--- src/rtl/core/mrc_pkg.sv ---
`timescale 1ns / 1ps
// Shared types, constants and helper functions for the motif run code
// reverse complement pipeline. No dependencies.
package mrc_pkg;

  localparam int MAX_MOTIF_LEN = 6;
  localparam int CODE_W        = 15;
  localparam int LEN_W         = 3;
  localparam int OVER_W        = 3;
  localparam int MOTIF_W       = 2 * MAX_MOTIF_LEN;
  localparam int RECIP_SHIFT   = 18;
  localparam int RECIP_W       = 18;
  localparam int PROD_W        = CODE_W + RECIP_W;

  // Rounded-up reciprocals of the motif lengths. With an 18-bit shift the
  // quotient of any 15-bit dividend comes out exact without a correction.
  localparam logic [RECIP_W-1:0] RECIP_2 = RECIP_W'(((1 << RECIP_SHIFT) + 1) / 2);
  localparam logic [RECIP_W-1:0] RECIP_3 = RECIP_W'(((1 << RECIP_SHIFT) + 2) / 3);
  localparam logic [RECIP_W-1:0] RECIP_4 = RECIP_W'(((1 << RECIP_SHIFT) + 3) / 4);
  localparam logic [RECIP_W-1:0] RECIP_5 = RECIP_W'(((1 << RECIP_SHIFT) + 4) / 5);
  localparam logic [RECIP_W-1:0] RECIP_6 = RECIP_W'(((1 << RECIP_SHIFT) + 5) / 6);

  // Start of the code range that belongs to motifs of length len.
  function automatic logic [CODE_W-1:0] range_offset(input logic [LEN_W-1:0] len);
    logic [CODE_W-1:0] sum;
    sum = '0;
    for (int i = 1; i <= MAX_MOTIF_LEN; i++) begin
      if (LEN_W'(i) < len) begin
        sum = sum + CODE_W'((1 << (2 * i)) * i);
      end
    end
    return sum;
  endfunction

  function automatic logic [RECIP_W-1:0] len_recip(input logic [LEN_W-1:0] len);
    logic [RECIP_W-1:0] r;
    case (len)
      3'd2:    r = RECIP_2;
      3'd3:    r = RECIP_3;
      3'd4:    r = RECIP_4;
      3'd5:    r = RECIP_5;
      3'd6:    r = RECIP_6;
      default: r = '0;
    endcase
    return r;
  endfunction

  localparam logic [CODE_W-1:0] TOTAL_CODES = range_offset(LEN_W'(MAX_MOTIF_LEN + 1));

  typedef struct packed {
    logic              ok;
    logic [LEN_W-1:0]  len;
    logic [CODE_W-1:0] rest;
  } dec_t;

  typedef struct packed {
    logic               ok;
    logic [LEN_W-1:0]   len;
    logic [CODE_W-1:0]  rest;
    logic [MOTIF_W-1:0] motif;
  } div_t;

  typedef struct packed {
    logic               ok;
    logic [LEN_W-1:0]   len;
    logic [OVER_W-1:0]  over;
    logic [MOTIF_W-1:0] motif;
  } rot_t;

endpackage

--- src/rtl/core/motif_run_code_reverse_complement.sv ---
`timescale 1ns / 1ps
// Motif run code reverse complement: takes one run code per cycle while not
// stalled and returns the code of its reverse complemented motif through four
// register stages (length decode, reciprocal divide, rotate and complement,
// re-encode). Throughput is one transaction per cycle; a stall on the output
// freezes only the stages that hold data, so bubbles are squeezed out.
// Codes at or above 30948 return zero with code_valid_o low.
// Depends on mrc_pkg and the four mrc stage modules.
module motif_run_code_reverse_complement (
  input  logic                       clk_i,
  input  logic                       rst_ni,
  input  logic                       valid_i,
  output logic                       stall_o,
  input  logic [mrc_pkg::CODE_W-1:0] run_code_i,
  output logic                       valid_o,
  input  logic                       stall_i,
  output logic [mrc_pkg::CODE_W-1:0] complement_code_o,
  output logic                       code_valid_o
);
  import mrc_pkg::*;

  logic dec_valid, div_valid, rot_valid;
  logic dec_ready, div_ready, rot_ready, enc_ready;
  dec_t dec_data;
  div_t div_data;
  rot_t rot_data;

  mrc_decode u_decode (
    .clk_i   (clk_i),
    .rst_ni  (rst_ni),
    .valid_i (valid_i),
    .code_i  (run_code_i),
    .ready_i (div_ready),
    .ready_o (dec_ready),
    .valid_o (dec_valid),
    .data_o  (dec_data)
  );

  mrc_divide u_divide (
    .clk_i   (clk_i),
    .rst_ni  (rst_ni),
    .valid_i (dec_valid),
    .data_i  (dec_data),
    .ready_i (rot_ready),
    .ready_o (div_ready),
    .valid_o (div_valid),
    .data_o  (div_data)
  );

  mrc_revcomp u_revcomp (
    .clk_i   (clk_i),
    .rst_ni  (rst_ni),
    .valid_i (div_valid),
    .data_i  (div_data),
    .ready_i (enc_ready),
    .ready_o (rot_ready),
    .valid_o (rot_valid),
    .data_o  (rot_data)
  );

  mrc_encode u_encode (
    .clk_i   (clk_i),
    .rst_ni  (rst_ni),
    .valid_i (rot_valid),
    .data_i  (rot_data),
    .ready_i (!stall_i),
    .ready_o (enc_ready),
    .valid_o (valid_o),
    .code_o  (complement_code_o),
    .ok_o    (code_valid_o)
  );

  assign stall_o = !dec_ready;

endmodule

--- src/rtl/core/mrc_decode.sv ---
`timescale 1ns / 1ps
// Stage 1: finds the motif length from the code ranges and strips the offset.
// Depends on mrc_pkg.
module mrc_decode (
  input  logic                      clk_i,
  input  logic                      rst_ni,
  input  logic                      valid_i,
  input  logic [mrc_pkg::CODE_W-1:0] code_i,
  input  logic                      ready_i,
  output logic                      ready_o,
  output logic                      valid_o,
  output mrc_pkg::dec_t             data_o
);
  import mrc_pkg::*;

  logic valid_q;
  dec_t data_d, data_q;

  always_comb begin
    logic [LEN_W-1:0] len;
    len = LEN_W'(1);
    for (int l = 2; l <= MAX_MOTIF_LEN; l++) begin
      if (code_i >= range_offset(LEN_W'(l))) begin
        len = LEN_W'(l);
      end
    end
    data_d.ok   = code_i < TOTAL_CODES;
    data_d.len  = len;
    data_d.rest = code_i - range_offset(len);
  end

  assign ready_o = !valid_q || ready_i;

  always_ff @(posedge clk_i or negedge rst_ni) begin
    if (!rst_ni) begin
      valid_q <= 1'b0;
    end else if (ready_o) begin
      valid_q <= valid_i;
    end
  end

  always_ff @(posedge clk_i) begin
    if (ready_o && valid_i) begin
      data_q <= data_d;
    end
  end

  assign valid_o = valid_q;
  assign data_o  = data_q;

endmodule

--- src/rtl/core/mrc_divide.sv ---
`timescale 1ns / 1ps
// Stage 2: divides the remaining code by the motif length through a
// reciprocal multiply to get the motif. Depends on mrc_pkg.
module mrc_divide (
  input  logic          clk_i,
  input  logic          rst_ni,
  input  logic          valid_i,
  input  mrc_pkg::dec_t data_i,
  input  logic          ready_i,
  output logic          ready_o,
  output logic          valid_o,
  output mrc_pkg::div_t data_o
);
  import mrc_pkg::*;

  logic              valid_q;
  div_t              data_d, data_q;
  logic [PROD_W-1:0] prod;

  assign prod = PROD_W'(data_i.rest) * PROD_W'(len_recip(data_i.len));

  always_comb begin
    data_d.ok   = data_i.ok;
    data_d.len  = data_i.len;
    data_d.rest = data_i.rest;
    if (data_i.len == LEN_W'(1)) begin
      data_d.motif = data_i.rest[MOTIF_W-1:0];
    end else begin
      data_d.motif = prod[RECIP_SHIFT +: MOTIF_W];
    end
  end

  assign ready_o = !valid_q || ready_i;

  always_ff @(posedge clk_i or negedge rst_ni) begin
    if (!rst_ni) begin
      valid_q <= 1'b0;
    end else if (ready_o) begin
      valid_q <= valid_i;
    end
  end

  always_ff @(posedge clk_i) begin
    if (ready_o && valid_i) begin
      data_q <= data_d;
    end
  end

  assign valid_o = valid_q;
  assign data_o  = data_q;

endmodule

--- src/rtl/core/mrc_revcomp.sv ---
`timescale 1ns / 1ps
// Stage 3: recovers the overhang, rotates the motif by it, then reverses and
// complements the bases. Depends on mrc_pkg.
module mrc_revcomp (
  input  logic          clk_i,
  input  logic          rst_ni,
  input  logic          valid_i,
  input  mrc_pkg::div_t data_i,
  input  logic          ready_i,
  output logic          ready_o,
  output logic          valid_o,
  output mrc_pkg::rot_t data_o
);
  import mrc_pkg::*;

  logic valid_q;
  rot_t data_d, data_q;

  always_comb begin
    logic [CODE_W-1:0]  used;
    logic [OVER_W-1:0]  over;
    logic [LEN_W-1:0]   keep;
    logic [MOTIF_W-1:0] rot;
    logic [MOTIF_W-1:0] rev;
    used = CODE_W'(data_i.motif) * CODE_W'(data_i.len);
    over = OVER_W'(data_i.rest - used);
    keep = data_i.len - over;
    // Rotate left by the overhang; with no overhang the right shift empties.
    rot  = (data_i.motif << {over, 1'b0}) | (data_i.motif >> {keep, 1'b0});
    for (int i = 0; i < MAX_MOTIF_LEN; i++) begin
      rev[2*i +: 2] = ~rot[2*(MAX_MOTIF_LEN-1-i) +: 2];
    end
    // Bases above the motif, which may hold bits pushed up by the rotate, fall off here.
    data_d.motif = rev >> {LEN_W'(MAX_MOTIF_LEN) - data_i.len, 1'b0};
    data_d.ok    = data_i.ok;
    data_d.len   = data_i.len;
    data_d.over  = over;
  end

  assign ready_o = !valid_q || ready_i;

  always_ff @(posedge clk_i or negedge rst_ni) begin
    if (!rst_ni) begin
      valid_q <= 1'b0;
    end else if (ready_o) begin
      valid_q <= valid_i;
    end
  end

  always_ff @(posedge clk_i) begin
    if (ready_o && valid_i) begin
      data_q <= data_d;
    end
  end

  assign valid_o = valid_q;
  assign data_o  = data_q;

endmodule

--- src/rtl/core/mrc_encode.sv ---
`timescale 1ns / 1ps
// Stage 4: packs the complemented motif back into a run code and holds the
// output register. Depends on mrc_pkg.
module mrc_encode (
  input  logic                       clk_i,
  input  logic                       rst_ni,
  input  logic                       valid_i,
  input  mrc_pkg::rot_t              data_i,
  input  logic                       ready_i,
  output logic                       ready_o,
  output logic                       valid_o,
  output logic [mrc_pkg::CODE_W-1:0] code_o,
  output logic                       ok_o
);
  import mrc_pkg::*;

  logic              valid_q;
  logic [CODE_W-1:0] code_d, code_q;
  logic              ok_q;

  always_comb begin
    logic [CODE_W-1:0] scaled;
    scaled = CODE_W'(data_i.motif) * CODE_W'(data_i.len);
    code_d = range_offset(data_i.len) + scaled + CODE_W'(data_i.over);
    if (!data_i.ok) begin
      code_d = '0;
    end
  end

  assign ready_o = !valid_q || ready_i;

  always_ff @(posedge clk_i or negedge rst_ni) begin
    if (!rst_ni) begin
      valid_q <= 1'b0;
    end else if (ready_o) begin
      valid_q <= valid_i;
    end
  end

  always_ff @(posedge clk_i) begin
    if (ready_o && valid_i) begin
      code_q <= code_d;
      ok_q   <= data_i.ok;
    end
  end

  assign valid_o = valid_q;
  assign code_o  = code_q;
  assign ok_o    = ok_q;

endmodule
--- config.mk ---
export PLATFORM = sky130hd
export DESIGN_NAME = motif_run_code_reverse_complement
export DESIGN_NICKNAME = d
export VERILOG_FILES = /design/src/rtl/core/mrc_pkg.sv /design/src/rtl/core/motif_run_code_reverse_complement.sv /design/src/rtl/core/mrc_decode.sv /design/src/rtl/core/mrc_divide.sv /design/src/rtl/core/mrc_revcomp.sv /design/src/rtl/core/mrc_encode.sv
export SDC_FILE = /design/constraint.sdc
export NUM_CORES = 1
export LEC_CHECK = 0
export BUFFER_PORTS_ARGS = -buffer_cell sky130_fd_sc_hd__clkbuf_2
export CAP_MARGIN = 10
export CORE_UTILIZATION = 34
export DETAILED_ROUTE_END_ITERATION = 16
export SYNTH_ARGS = -nofsm -noshare
export SYNTH_HDL_FRONTEND = slang
export SYNTH_SLANG_ARGS = --single-unit
--- constraint.sdc ---
create_clock -name clk_i -period 6.4 [get_ports clk_i]
set_clock_uncertainty 0.15 [all_clocks]
set_input_delay 0.32 -clock clk_i [delete_from_list [all_inputs] [get_ports clk_i]]
set_output_delay 0.32 -clock clk_i [all_outputs]
set_load 0.01 [all_outputs]
# ---- Yosys cells after proc, flatten, opt, wreduce, memory -nomap -nowiden
# Index checks and enable logic that the tools add are counted.
dict set report word_totals {
  output_inout_bits 18
  ff_bits 77
}
dict set report classes {
  reduce_logical 14
  magnitude_cmp 18
  shifts 3
  mux 19
  bitwise_logic 7
  n_mul 3
  eq_ne 6
  addsub 16
}
# operator n
set op_table {}
lappend op_table {{$mux 15} 10}
lappend op_table {{$pmux 18 s5} 1}
lappend op_table {{$add 15x11->15 const B} 2}
lappend op_table {{$add 15x13->15 const B} 2}
lappend op_table {{$add 15x15->15 const B} 2}
lappend op_table {{$add 15x8->15 const B} 2}
lappend op_table {{$mul 15x18->30} 1}
lappend op_table {{$shr 12x4->12} 2}
lappend op_table {{$lt 3x3->1 const A} 6}
lappend op_table {{$mux 3} 6}
lappend op_table {{$add 15x15->15} 1}
lappend op_table {{$add 15x3->15} 1}
lappend op_table {{$add 15x6->15 const B} 1}
lappend op_table {{$ge 15x11->1 const B} 1}
lappend op_table {{$ge 15x13->1 const B} 1}
lappend op_table {{$ge 15x3->1 const B} 1}
lappend op_table {{$ge 15x6->1 const B} 1}
lappend op_table {{$ge 15x8->1 const B} 1}
lappend op_table {{$lt 15x15->1 const B} 1}
lappend op_table {{$mul 12x3->15} 1}
lappend op_table {{$sub 15x15->15} 1}
lappend op_table {{$lt 2x3->1 const A} 4}
lappend op_table {{$mul 12x3->3} 1}
lappend op_table {{$mux 12} 1}
lappend op_table {{other kinds (14)} 35}

# ---- Depth between registers and ports, before layout
dict set report depth {
  word_depth 19
  mapped_depth 27
  ltp_nobuf 25
}

# ---- By module
# From an unflattened synthesis, not the netlist that was laid out.
dict set report hier_totals {
  hier_cells 1239
  area_unflattened_um2 12475.7
}
# module area_each_um2 n_inst seq_area_each_um2 cells_per_inst
set modules_own_cells {}
lappend modules_own_cells {mrc_divide 7041.8 1 955.9 694}
lappend modules_own_cells {mrc_encode 2144.6 1 505.5 217}
lappend modules_own_cells {mrc_revcomp 2015.7 1 595.6 217}
lappend modules_own_cells {mrc_decode 1266.2 1 595.6 109}
lappend modules_own_cells {motif_run_code_reverse_complement 7.5 1 0.0 2}

# ---- Worst setup path before layout
# OpenSTA, ideal clock, no wires.
dict set report synth_timing {
  path_kind {reg-to-reg}
  start {register u_decode.data_q, in the netlist u_decode.data_o[17]}
  end {register u_divide.data_q, in the netlist u_divide.data_o[11] (data pin)}
  n_path_buf 2
  synth_period_minus_slack_ns 6.973
  t_arrival_ns 6.654
  path_stages_with_launch 28
  path_slack_ns -0.573
  setup_time_ns 0.169
  required_time_ns 6.081
  cell_sequence {edfxtp_1 > clkbuf_1 > xor2_1 > and2_1 > clkbuf_1 > nand2_1 > inv_1 > fa_1 > inv_1 > fa_1 > inv_1 > fa_1 > inv_1 > fa_1 > inv_1 > fa_1 > inv_1 > fa_1 > inv_1 > ha_1 > nand2_1 > or3_1 > o211ai_1 > o211ai_1 > o31ai_2 > o211ai_1 > and3_1 > o31ai_1}
}
# element line
set synth_lines {}
lappend synth_lines {{start: declaration} mrc_decode.sv:17} ;# dec_t data_d, data_q;
lappend synth_lines {{start signal: assignment} mrc_decode.sv:44} ;# data_q <= data_d;
lappend synth_lines {{end signal: assignment} mrc_divide.sv:45} ;# data_q <= data_d;
lappend synth_lines {{end: declaration} mrc_divide.sv:17} ;# div_t data_d, data_q;

==> results.ini <==
[logic_synthesis]
synth_fp_nets = 1475
ys.flop_type = edfxtp_1
async_flop_share_pct = 5.19
syn_avg_cell_area_um2 = 9.99
yosys.area.top_type_share_pct = 29.8
synth_seq_area_share_pct = 19.7
netlist_instances = 1162
synth_area_leaders = fa_1 30%, edfxtp_1 19%, ha_1 13%
yosys_register_bits = 77
yosysWarningCount = 0
yosysUniqueCellTypes = 72
synth_edf_count = 73
synth_top_area_cell = fa_1
synth_area_mm2 = 0.0116

[timing]
rsz0062_at_grt = yes
max_freq_mhz = 149
hold_viol_final = 0
period_share_pct = 105
finalSetupViolCount = 9
final.min_clock_period_ns = 6.73
slew_headroom_pct = 28.5
worst_slack_ns = -0.328
holdWs_ns = 0.0143
worst_slew_pin_slew_ns = 1.07
slew_viol_final = 0

[detailed_routing]
wl_met3_um = 1010
wl_met1_um = 11400
first_pass_iters = 5
via_count = 8555
wl_per_cell_um = 15.0
drc = 0
top_layer = met4
vias_per_cell = 4.76
drt_wl_total_um = 26900
drtAntennaViolNets = 0
dr_wl_met2_um = 13700
drtIter0Drc = 346

[floorplanning]
start_util_pct = 34.6
die_h_um = 187
core_area_mm2 = 0.0335
ios = 37
die_w_um = 187
num_rows = 67
die_area_mm2 = 0.0349

[clock_tree]
cts_buffers = 9
worst_skew_pair.late_latency_ns = 0.35
clockBufferDepth = 2
htreeDepth = 3
cts_tree = done
clk_pin_slew_ns = 0.07
clock-sinks = 77
cts_root_buffer = clkbuf_16

[grt]
grt_max_degree = 27
grt_pass1_wl_um = 45200
grt_remaining_overflow = 0
grt_use_total_pct = 16.2
grt_pass1_vias = 9263
antenna_found_initial = 0

[run_status]
status = complete, but fails checks
violations = setup timing

[cells_and_area]
nFillCells = 3249
finalNonFillerCells = 1799
drive_gt1_share_pct = 25.2
regArea_mm2 = 0.00229
num_antenna_cells = 0
multi_input_area_mm2 = 0.00873
syn_to_final_growth_pct = 24.0
fin_util_pct = 42.9
fin_nets = 1659

[setup_path]
cp_max_fo = 6
critical_path_class = flip-flop to flip-flop
worst_path_largest_cell_delay_ns = 0.54
cp-end-kind = flip-flop
cp_common_cell = fa_1
rrSetupSlack_ns = -0.33
required_ns = 6.35
slowest_stage = fa_1
crit_arrival_ns = 6.68
startpoint_type = flip-flop

[placement]
dp_hpwl_um = 22700
dpl.cell_count = 1748
portBuffers = 36
finalWeightedCongestion = 0.923

[worst_hold_path]
hp-class = input port to flip-flop

[run]
cap_violations = 0

## worst max-delay path, delay by kind of cell, from the launching register on
kind	cells	cell delay (ns)
adders and majority gates	7	3.16
buffers and inverters	9	1.00
and+or+nand+nor	4	0.81
AOI/OAI and AO/OA	6	0.92
DFF	1	0.42
## cell families (layout without fill, tap and decap cells)
kind of cell             after synthesis  count (layout)  share of synthesized area [%]
other                                  1               1                         0.0323
AND/OR/NAND/NOR                      298             299                           12.7
multiplexers                          33              33                           3.67
XOR/XNOR                              43              43                           3.63
adder cells (fa/ha/maj)              294             294                           42.9
AO/OA/AOI/OAI                        143             143                           8.46
buffers and inverters                273             461                           8.92
flip-flops                            77              77                           19.7
## flip-flops by register name, indices dropped and copies added, names as in the netlist
signal             count
u_encode.ok_o          1
u_divide.valid_o       1
u_encode.code_o       15
u_revcomp.valid_o      1
u_decode.valid_o       1
u_revcomp.data_o      19
u_divide.data_o       19
u_encode.valid_o       1
u_decode.data_o       19
## final cells by class
type,instances,share of cell area [%]
Clock buffer,9,1.56
Clock inverter,7,0.739
Inverter,242,6.33
Multi-Input combinational cell,813,60.6
Sequential cell,77,15.9
Tap cell,448,3.89
Timing Repair Buffer,203,10.9
## timing repair
item                                    4_1_cts  5_1_grt
hold endpoints to repair                      4        0
gates resized for setup                      51       25
endpoints found under the setup margin       11       12
buffers inserted                             26        5
hold buffers                                  1        0
gates cloned                                  3        0
pin swaps                                    46       40
## cells in the final DEF, fill, tap and decap left out, types with 13 or more instances in the layout
cell type  instances
a21oi_1           23
and2_1            47
and3_1            15
buf_4            148
clkbuf_2          36
edfxtp_1          73
fa_1             163
ha_1             111
inv_1            219
inv_2             22
mux2i_1           16
nand2_1          107
nand3_1           16
nor2_1            21
nor2b_1           13
nor3_1            14
o21ai_0           23
xnor2_1           22
xor2_1            14
## per-layer routing
layer	vias up	GRT usage [%]
met5	-	0
met2	162	29.0
met1	4205	19.4
li1	4135	-
met4	0	5.64
met3	53	2.87
## path summary, 6_finish.rpt
path                       cells past startpoint                   end                 from
max                                           26    u_divide.data_o[9]  u_decode.data_o[17]
min                                            1    u_decode.data_o[1]        run_code_i[1]
max reg2reg                                   26    u_divide.data_o[9]  u_decode.data_o[17]
min reg2reg                                    0  u_revcomp.data_o[18]  u_divide.data_o[30]
max in group asynchronous                      2     u_revcomp.valid_o               rst_ni
min in group asynchronous                      2      u_encode.valid_o               rst_ni
## Yosys cell counts (9+ instances only)
library cell and number:
mux2i_1 16, nand2_1 123, edfxtp_1 73, ha_1 121, nor2b_1 13, a21o_1 13
nor2_1 23, fa_1 173, xnor2_1 23, o21ai_0 30, clkbuf_1 26, inv_1 240
a21oi_1 27, o21a_1 9, and2_1 52, nor3_1 15, and3_1 17, xor2_1 16
nand3_1 18, mux2_2 9, nand2b_1 12
## stage by stage
| step | TNS [ns] | area [um2] | worst slack, ns |
|---|---|---|---|
| final | -2.02 | 14400 | -0.328 |
| after global routing | -4.18 | 14400 | -0.531 |
| after CTS | -1.92 | 14200 | -0.279 |
| after detailed placement | -3.38 | 13500 | -0.521 |
| after global placement | -2.08 | 13500 | -0.371 |
| after floorplan | -0.214 | 11900 | -0.100 |
Power is left out: the tool's default activity adds up to more than one toggle a clock period on the data nets, which glitch-free logic cannot reach.
